## config.mk

```make
export PLATFORM = sky130hd
export DESIGN_NAME = url_percent_decoder
export DESIGN_NICKNAME = d
export VERILOG_FILES = /design/src/rtl/upd_pkg.sv /design/src/rtl/upd_escape_decode.sv /design/src/rtl/url_percent_decoder.sv
export SDC_FILE = /design/constraint.sdc
export NUM_CORES = 1
export LEC_CHECK = 0
export ABC_CLOCK_PERIOD_IN_PS = 12800
export BUFFER_PORTS_ARGS = -buffer_cell sky130_fd_sc_hd__buf_2
export CAP_MARGIN = 20
export CORE_UTILIZATION = 45
export DETAILED_ROUTE_END_ITERATION = 7
export MAX_ROUTING_LAYER = met4
export PLACE_DENSITY = 0.64
export SYNTH_ARGS = -nofsm -noshare
export SYNTH_HDL_FRONTEND = slang
export SYNTH_SLANG_ARGS = --single-unit
```

## constraint.sdc

```tcl
create_clock -name clk -period 12.8 [get_ports clk]
set_clock_uncertainty 0.2 [all_clocks]
set_input_delay 1.92 -clock clk [delete_from_list [all_inputs] [get_ports clk]]
set_output_delay 1.92 -clock clk [all_outputs]
set_load 0.005 [all_outputs]
```

## src/rtl/upd_pkg.sv

```systemverilog
`timescale 1ns / 1ps

package upd_pkg;

    // Character codes used by the decoder.
    localparam logic [7:0] CH_PERCENT  = 8'h25;
    localparam logic [7:0] CH_PLUS     = 8'h2B;
    localparam logic [7:0] CH_SPACE    = 8'h20;
    localparam logic [7:0] CH_NEWLINE  = 8'h0A;

    // Width of the signed escape index arithmetic; covers -3024..1304.
    localparam int IDX_W = 13;

    localparam logic signed [IDX_W-1:0] CH_TWO        = 13'sd50;
    localparam logic signed [IDX_W-1:0] CH_ZERO       = 13'sd48;
    localparam logic signed [IDX_W-1:0] CH_NINE       = 13'sd57;
    localparam logic signed [IDX_W-1:0] LETTER_OFFSET = 13'sd55;
    localparam logic signed [IDX_W-1:0] NEWLINE_INDEX = -13'sd22;
    localparam logic signed [IDX_W-1:0] PRINTABLE_COUNT = 13'sd95;

    // One beat of encoded text.
    typedef struct packed {
        logic [7:0] in_byte;
        logic       last_in;
    } in_beat_t;

    // One beat of decoded text.
    typedef struct packed {
        logic [7:0] out_byte;
        logic       byte_valid;
        logic       end_of_text;
    } out_beat_t;

    // Outcome of decoding a held escape.
    typedef struct packed {
        logic       hit;
        logic [7:0] value;
    } esc_result_t;

endpackage

```

## src/rtl/upd_escape_decode.sv

```systemverilog
`timescale 1ns / 1ps

module upd_escape_decode
    import upd_pkg::*;
(
    input  logic [7:0]  first_digit,
    input  logic [7:0]  second_digit,
    output esc_result_t result
);

    logic signed [IDX_W-1:0] first_ext;
    logic signed [IDX_W-1:0] second_ext;
    logic signed [IDX_W-1:0] hi;
    logic signed [IDX_W-1:0] lo;
    logic signed [IDX_W-1:0] index;

    // Both digits are taken as signed bytes.
    assign first_ext  = $signed({{(IDX_W-8){first_digit[7]}}, first_digit});
    assign second_ext = $signed({{(IDX_W-8){second_digit[7]}}, second_digit});

    // High term, low term and the combined index (high term times sixteen).
    assign hi    = first_ext - CH_TWO;
    assign lo    = (second_ext <= CH_NINE) ? (second_ext - CH_ZERO)
                                           : (second_ext - LETTER_OFFSET);
    assign index = $signed({hi[IDX_W-5:0], 4'b0000}) + lo;

    // A newline index wins; otherwise only printable indexes map to a byte.
    always_comb
    begin
        result.hit   = 1'b0;
        result.value = 8'h00;
        if (index == NEWLINE_INDEX)
        begin
            result.hit   = 1'b1;
            result.value = CH_NEWLINE;
        end
        else if (!hi[IDX_W-1] && !index[IDX_W-1] && (index < PRINTABLE_COUNT))
        begin
            result.hit   = 1'b1;
            result.value = CH_SPACE + index[7:0];
        end
    end

endmodule

```

## src/rtl/url_percent_decoder.sv

```systemverilog
// A beat is accepted into the input register and moves on to the result register, from
// which its result is offered, whenever that register is free.
// Throughput: one beat per cycle while results are taken; with the result port stalled,
// one more beat waits in the input register before the input stalls.
// Beats that decode to nothing, and are not the last of a text, give no result.
// Reset (rst_n low, asynchronous) empties both stages and returns the escape state to idle.
`timescale 1ns / 1ps

module url_percent_decoder
    import upd_pkg::*;
(
    input  logic      clk,
    input  logic      rst_n,
    input  logic      enc_valid,
    output logic      enc_ready,
    input  in_beat_t  enc_beat,
    output logic      dec_valid,
    input  logic      dec_ready,
    output out_beat_t dec_beat
);

    typedef enum logic [1:0] {
        PH_IDLE    = 2'd0,
        PH_PERCENT = 2'd1,
        PH_FIRST   = 2'd2
    } phase_t;

    phase_t      phase_reg, phase_next;
    logic [7:0]  first_digit_reg, first_digit_next;
    logic        s1_valid_reg, s1_valid_next;
    in_beat_t    s1_beat_reg, s1_beat_next;
    logic        out_valid_reg, out_valid_next;
    out_beat_t   out_beat_reg, out_beat_next;

    logic        s1_fire;
    logic        emit;
    logic        hit;
    logic [7:0]  value;
    esc_result_t esc;

    // Escape decoding of the held first digit with the current byte.
    upd_escape_decode u_escape_decode (
        .first_digit  (first_digit_reg),
        .second_digit (s1_beat_reg.in_byte),
        .result       (esc)
    );

    // Stage advance: the input stage moves on whenever the result register is free.
    assign s1_fire   = s1_valid_reg && (!out_valid_reg || dec_ready);
    assign enc_ready = !s1_valid_reg || s1_fire;
    assign dec_valid = out_valid_reg;
    assign dec_beat  = out_beat_reg;

    // Escape state machine and per-byte decode.
    always_comb
    begin
        phase_next       = phase_reg;
        first_digit_next = first_digit_reg;
        hit              = 1'b0;
        value            = 8'h00;
        unique case (phase_reg)
            PH_PERCENT:
            begin
                first_digit_next = s1_beat_reg.in_byte;
                phase_next       = PH_FIRST;
            end
            PH_FIRST:
            begin
                hit        = esc.hit;
                value      = esc.value;
                phase_next = PH_IDLE;
            end
            default:
            begin
                phase_next = PH_IDLE;
                if (s1_beat_reg.in_byte == CH_PERCENT)
                begin
                    phase_next = PH_PERCENT;
                end
                else if (s1_beat_reg.in_byte == CH_PLUS)
                begin
                    hit   = 1'b1;
                    value = CH_SPACE;
                end
                else
                begin
                    hit   = 1'b1;
                    value = s1_beat_reg.in_byte;
                end
            end
        endcase
        if (s1_beat_reg.last_in)
        begin
            phase_next = PH_IDLE;
        end
    end

    assign emit = hit || s1_beat_reg.last_in;

    // Next values of the pipeline registers.
    always_comb
    begin
        s1_valid_next = s1_valid_reg;
        s1_beat_next  = s1_beat_reg;
        if (enc_valid && enc_ready)
        begin
            s1_valid_next = 1'b1;
            s1_beat_next  = enc_beat;
        end
        else if (s1_fire)
        begin
            s1_valid_next = 1'b0;
        end

        out_valid_next = out_valid_reg;
        out_beat_next  = out_beat_reg;
        if (s1_fire && emit)
        begin
            out_valid_next            = 1'b1;
            out_beat_next.out_byte    = hit ? value : 8'h00;
            out_beat_next.byte_valid  = hit;
            out_beat_next.end_of_text = s1_beat_reg.last_in;
        end
        else if (dec_ready)
        begin
            out_valid_next = 1'b0;
        end
    end

    // State and registered outputs.
    always_ff @(posedge clk or negedge rst_n)
    begin
        if (!rst_n)
        begin
            phase_reg       <= PH_IDLE;
            first_digit_reg <= 8'h00;
            s1_valid_reg    <= 1'b0;
            s1_beat_reg     <= '0;
            out_valid_reg   <= 1'b0;
            out_beat_reg    <= '0;
        end
        else
        begin
            if (s1_fire)
            begin
                phase_reg       <= phase_next;
                first_digit_reg <= first_digit_next;
            end
            s1_valid_reg  <= s1_valid_next;
            s1_beat_reg   <= s1_beat_next;
            out_valid_reg <= out_valid_next;
            out_beat_reg  <= out_beat_next;
        end
    end

    // A result without a decoded byte exists only to mark the end of a text.
    assert property (@(posedge clk) disable iff (!rst_n)
        (dec_valid && !dec_beat.byte_valid) |-> dec_beat.end_of_text)
        else $error("empty result without end of text");

    // An empty result carries a zero byte.
    assert property (@(posedge clk) disable iff (!rst_n)
        (dec_valid && !dec_beat.byte_valid) |-> (dec_beat.out_byte == 8'h00))
        else $error("empty result carries nonzero byte");

    // The last byte of a text always leaves the escape state idle.
    assert property (@(posedge clk) disable iff (!rst_n)
        (s1_fire && s1_beat_reg.last_in) |=> (phase_reg == PH_IDLE))
        else $error("escape state not cleared at end of text");

    // A decoded byte always reaches the result register.
    assert property (@(posedge clk) disable iff (!rst_n)
        (s1_fire && emit) |=> dec_valid)
        else $error("result lost between stages");

endmodule

```

# --- Word level (Yosys, flattened, before mapping) ---
# Cells that the tools add are included.
word_totals:
  reg_bits: 31
  inputBits: 13
  output_inout_bits: 12
  wordCells: 52
classes:
  n_addsub: 5
  magnitude_cmp: 2
  eq_ne: 5
  muxes: 16
  n_reduce_logical: 15
ops:
  columns: ["operator", "count"]
  rows:
  - ["$sub A8 B7 Y9 const B", 3]
  - ["$mux W8", 3]
  - ["$mux W9", 2]
  - ["$eq A8 B6 Y1 const B", 2]
  - ["$pmux W8 S2", 1]
  - ["$add A13 B13 Y13", 1]
  - ["$eq A13 B6 Y1 const B", 1]
  - ["$lt A13 B8 Y1 const B", 1]
  - ["$mux W13", 1]
  - ["$add A6 B8 Y8 const A", 1]
  - ["$le A8 B7 Y1 const B", 1]
  - ["$mux W1", 6]
  - ["$logic_and A1 B1 Y1", 5]
  - ["$logic_not A1 Y1", 4]
  - ["$pmux W2 S2", 1]
  - ["$reduce_bool A2 Y1", 2]
  - ["$logic_or A1 B1 Y1", 3]
  - ["$eq A2 B1 Y1 const B", 1]
  - ["$eq A2 B2 Y1 const B", 1]
  - ["$mux W2", 1]
  - ["$pmux W1 S2", 1]
  - ["$reduce_and A2 Y1", 1]

# --- Logic depth before layout (Yosys ltp) ---
depth:
  word_depth: 12
  depth_mapped: 18
  ltp_nobuf: 17

# --- By module ---
# A second synthesis with hierarchy kept.
unflattened:
  hier_cells: 242
  hier_area_um2: 2423.6
modules_own_cells:
  columns: ["module", "n_inst", "cells_each", "area_each_um2"]
  rows:
  - ["url_percent_decoder", 1, 101, 1396.3]
  - ["upd_escape_decode", 1, 141, 1027.2]

# --- Worst setup path before layout ---
# OpenSTA, ideal clock, no wires.
synth_timing:
  path_kind: "register to register"
  startpoint: "register s1_beat_reg[1] (netlist bit)"
  endpoint: "register out_beat_reg (netlist bit dec_beat[6])"
  setup_time_ns: 0.127
  t_arrival_ns: 4.171
  setup_slack_ns: 8.302
  stages_incl_launch_ff: 19
  n_path_buf: 1
  synth_period_minus_slack_ns: 4.498
  cell_sequence: "dfrtp_1 -> inv_1 -> ha_1 -> or2_1 -> a211oi_4 -> nand2_1 -> xnor2_1 -> ha_1 -> inv_1 -> fa_1 -> inv_1 -> ha_1 -> or4b_1 -> a2111oi_2 -> nand4_2 -> o21ai_2 -> a22oi_2 -> buf_6 -> mux2i_1"
synth_via:
  elab_chain_len: 11
synth_lines:
  columns: ["element", "line", "source"]
  rows:
  - ["start, declared", "url_percent_decoder.sv:31", "in_beat_t s1_beat_reg, s1_beat_next;"]
  - ["start signal, assigned", "url_percent_decoder.sv:150", "s1_beat_reg <= s1_beat_next;"]
  - ["branches (longest 11 deep; another with $add A13 B13 Y13)", null, null]
  - ["end signal, assigned", "url_percent_decoder.sv:152", "out_beat_reg <= out_beat_next;"]
  - ["end, declared", "url_percent_decoder.sv:33", "out_beat_t out_beat_reg, out_beat_next;"]
# Parallel ways; which one is timed is not known.
# A chain may end at the register's enable or synchronous reset.

# --- Worst setup path in the final report ---
# Same ends and word-level chain as after synthesis.

==> reports/results.ini <==
[run_status]
status=complete, no violations

[grt]
grt_pass1_wl_um=8450
grt_max_degree=32
overflow=0
grt_pass1_vias=1798
antenna_found_initial=0
grt.total_usage_pct=21.3

[timing]
final-max-slew-violation-count=0
tns_ns=0
finalSetupViolCount=0
finalHoldViolations=0
fmax_mhz=201
period_minus_slack_ns=4.98
grt_setup_unrepaired=false
finalCritPeriodShare_pct=38.9
worstMarginPinSlew_ns=0.749
slew_headroom_pct=49.6

[clock_network]
h-tree-depth=2
clock_sinks=31
clkTransAtPathRegs_ns=0.06
tritoncts=built
cts_setup_buffers=0
clk_latency_ns=0.28
cts-hold-fix-buffers=0
cts_buffers=5
cts_root_buffer=clkbuf_8
cts_resized=0
clock_path_buffers=2

[critical_path]
cp_max_fo=10
criticalPathCategory=flip-flop to flip-flop
startpoint=s1_beat_reg[1]
slowest_stage=fa_1
crit_required_ns=12.80
cp.arrival_ns=4.99
crit_path_start_kind=flip-flop
crit_family=simple AND/OR/NAND/NOR gates
reg2reg_from=s1_beat_reg[1]
critPathBufInv=3
rrSetupSlack_ns=7.82
worst_setup_path_end_kind=flip-flop
slowest_delay_ns=0.53
path_cells=inv_1 > ha_1 > or2_1 > a211oi_4 > nand2_1 > xnor2_1 > ha_1 > inv_1 > fa_1 > inv_1 > ha_1 > or4b_1 > a2111oi_2 > nand3_1 > nor4_1 > a22oi_1 > mux2i_1

[logic_synthesis]
yosysWarnings=0
synth_fp_nets=280
mappedNetlistArea_um2=2310
synth_seq_cells=31
ys_seq_area_share_pct=33.6
synth_area_leaders=dfrtp_1 (34%), ha_1 (10%), mux2_2 (6.3%), nand2_1 (5.0%), mux2i_1 (3.9%)
ys_types=50
yosys.area.top_type=dfrtp_1
yosys-top-cells-count=dfrtp_1 (31), nand2_1 (31), ha_1 (19)
synth-async-reset-ratio_pct=100
synth_edf_count=0
syn_avg_cell_area_um2=9.35
synthCells=247
yosysTopAreaCellShare_pct=33.6
synth-main-ff-cell=dfrtp_1

[final_layout]
area_growth_pct=11.7
final_layout_size_suffix_gt1_share_pct=19.6
nNetsFinal=303
regArea_um2=776
multi_input_area_um2=1430
largest_register_ffs=10
final_cell_count_no_fill=337
n_fill_cell=457
diodes=0

[worst_hold_path]
min_path_type=flip-flop to flip-flop
min_from=dec_beat[1]

[place]
dp.cells=330
portBuffers=24
gp_congestion=0.899
post-dp-hpwl_um=3740

[routing]
dr_total_vias=1859
detail_route.wl_per_cell_um=14.6
wl_um=4930
ant_nets=0
remaining_drc_errors=0
drtPass1Iterations=4
vias_per_cell=5.52
drtIter0Drc=84

[floorplanning]
rows=25
start_util_pct=47.9
die_w_um=73.6
core_um2=4820
dieArea_um2=5420
die_y_um=73.6
io-pin-count=25

[power_and_ir_drop]
ir_worst_vdd_v=0.0000899
p_leak_nw=1.18
pwr_density_cell_nw_per_um2=190

[flow_run]
maxCapViolCount=0

==> routing by layer <==
layer  track usage (%)  part of all wire, %
met1              28.7                   48
met2              32.1                   46
met3              4.39                  4.4
met4              6.62                  1.4
met5                 -                    0
==> through the flow <==
step | area [um^2] | hold WS (ns) | setup slack (ns) | util (%) | total power (W)
after detailed placement | 2470 | 0.262 | 7.84 | 51.4 | 0.000397
final | 2580 | 0.274 | 7.82 | 53.5 | 0.000489
after global placement | 2470 | 0.267 | 7.96 | 51.4 | 0.000396
after global routing | 2580 | 0.311 | 7.55 | 53.5 | 0.000531
after CTS | 2580 | 0.279 | 7.83 | 53.5 | 0.000492
after floorplan | 2310 | 0.256 | 8.30 | - | 0.000335
==> worst paths after layout <==
| check | to | cells past startpoint |
|---|---|---|
| setup / recovery | dec_beat[6] | 17 |
| hold / removal | dec_beat[1] | 2 |
| setup reg to reg | dec_beat[6] | 17 |
| hold reg to reg | dec_beat[1] | 2 |
| max in group asynchronous | dec_beat[7] | 1 |
| min in group asynchronous | s1_beat_reg[7] | 1 |
==> placed cells by master, fill, tap and decap left out, types with 6 or more instances in the layout <==
cell type,count
nand2_1,31
dfrtp_1,31
buf_2,24
ha_1,19
inv_1,17
mux2_2,13
o21ai_0,12
a21oi_1,10
xnor2_1,9
mux2i_1,9
nor2_1,8
xor2_1,7
a31oi_1,6
==> tightest hold or removal path: cells and delay by family (launching register included) <==
| family | cells | cell delay [ns] |
|---|---|---|
| DFF | 1 | 0.34 |
| and+or+nand+nor | 2 | 0.10 |
==> cell type report <==
class / instances / share of cell area, %
sequential: 31 / 30.1
tap: 67 / 3.25
timing repair buffer: 24 / 4.66
clock buffer: 6 / 2.82
inverter: 17 / 2.48
clock inverter: 1 / 1.17
multi-input combinational: 191 / 55.5
==> cell families (layout without fill, tap and decap cells) <==
family | count (synthesis) | count (layout) | share of synthesized area, %
buffers and inverters | 25 | 48 | 4.39
multiplexers | 22 | 22 | 10.2
flip-flops | 31 | 31 | 33.6
AO/OA/AOI/OAI | 52 | 52 | 15.5
XOR/XNOR | 16 | 16 | 6.07
adder cells (fa/ha/maj) | 20 | 20 | 11.2
AND/OR/NAND/NOR | 81 | 81 | 19.0
==> report_power, final <==
group	internal, W	switching (W)	leakage [nW]	total, W
logic	0.000108	0.000144	0.741	0.000251
clock network	0.0000570	0.0000351	0.0513	0.0000921
registers	0.000121	0.0000251	0.383	0.000146
(Power assumes the default switching activity.)
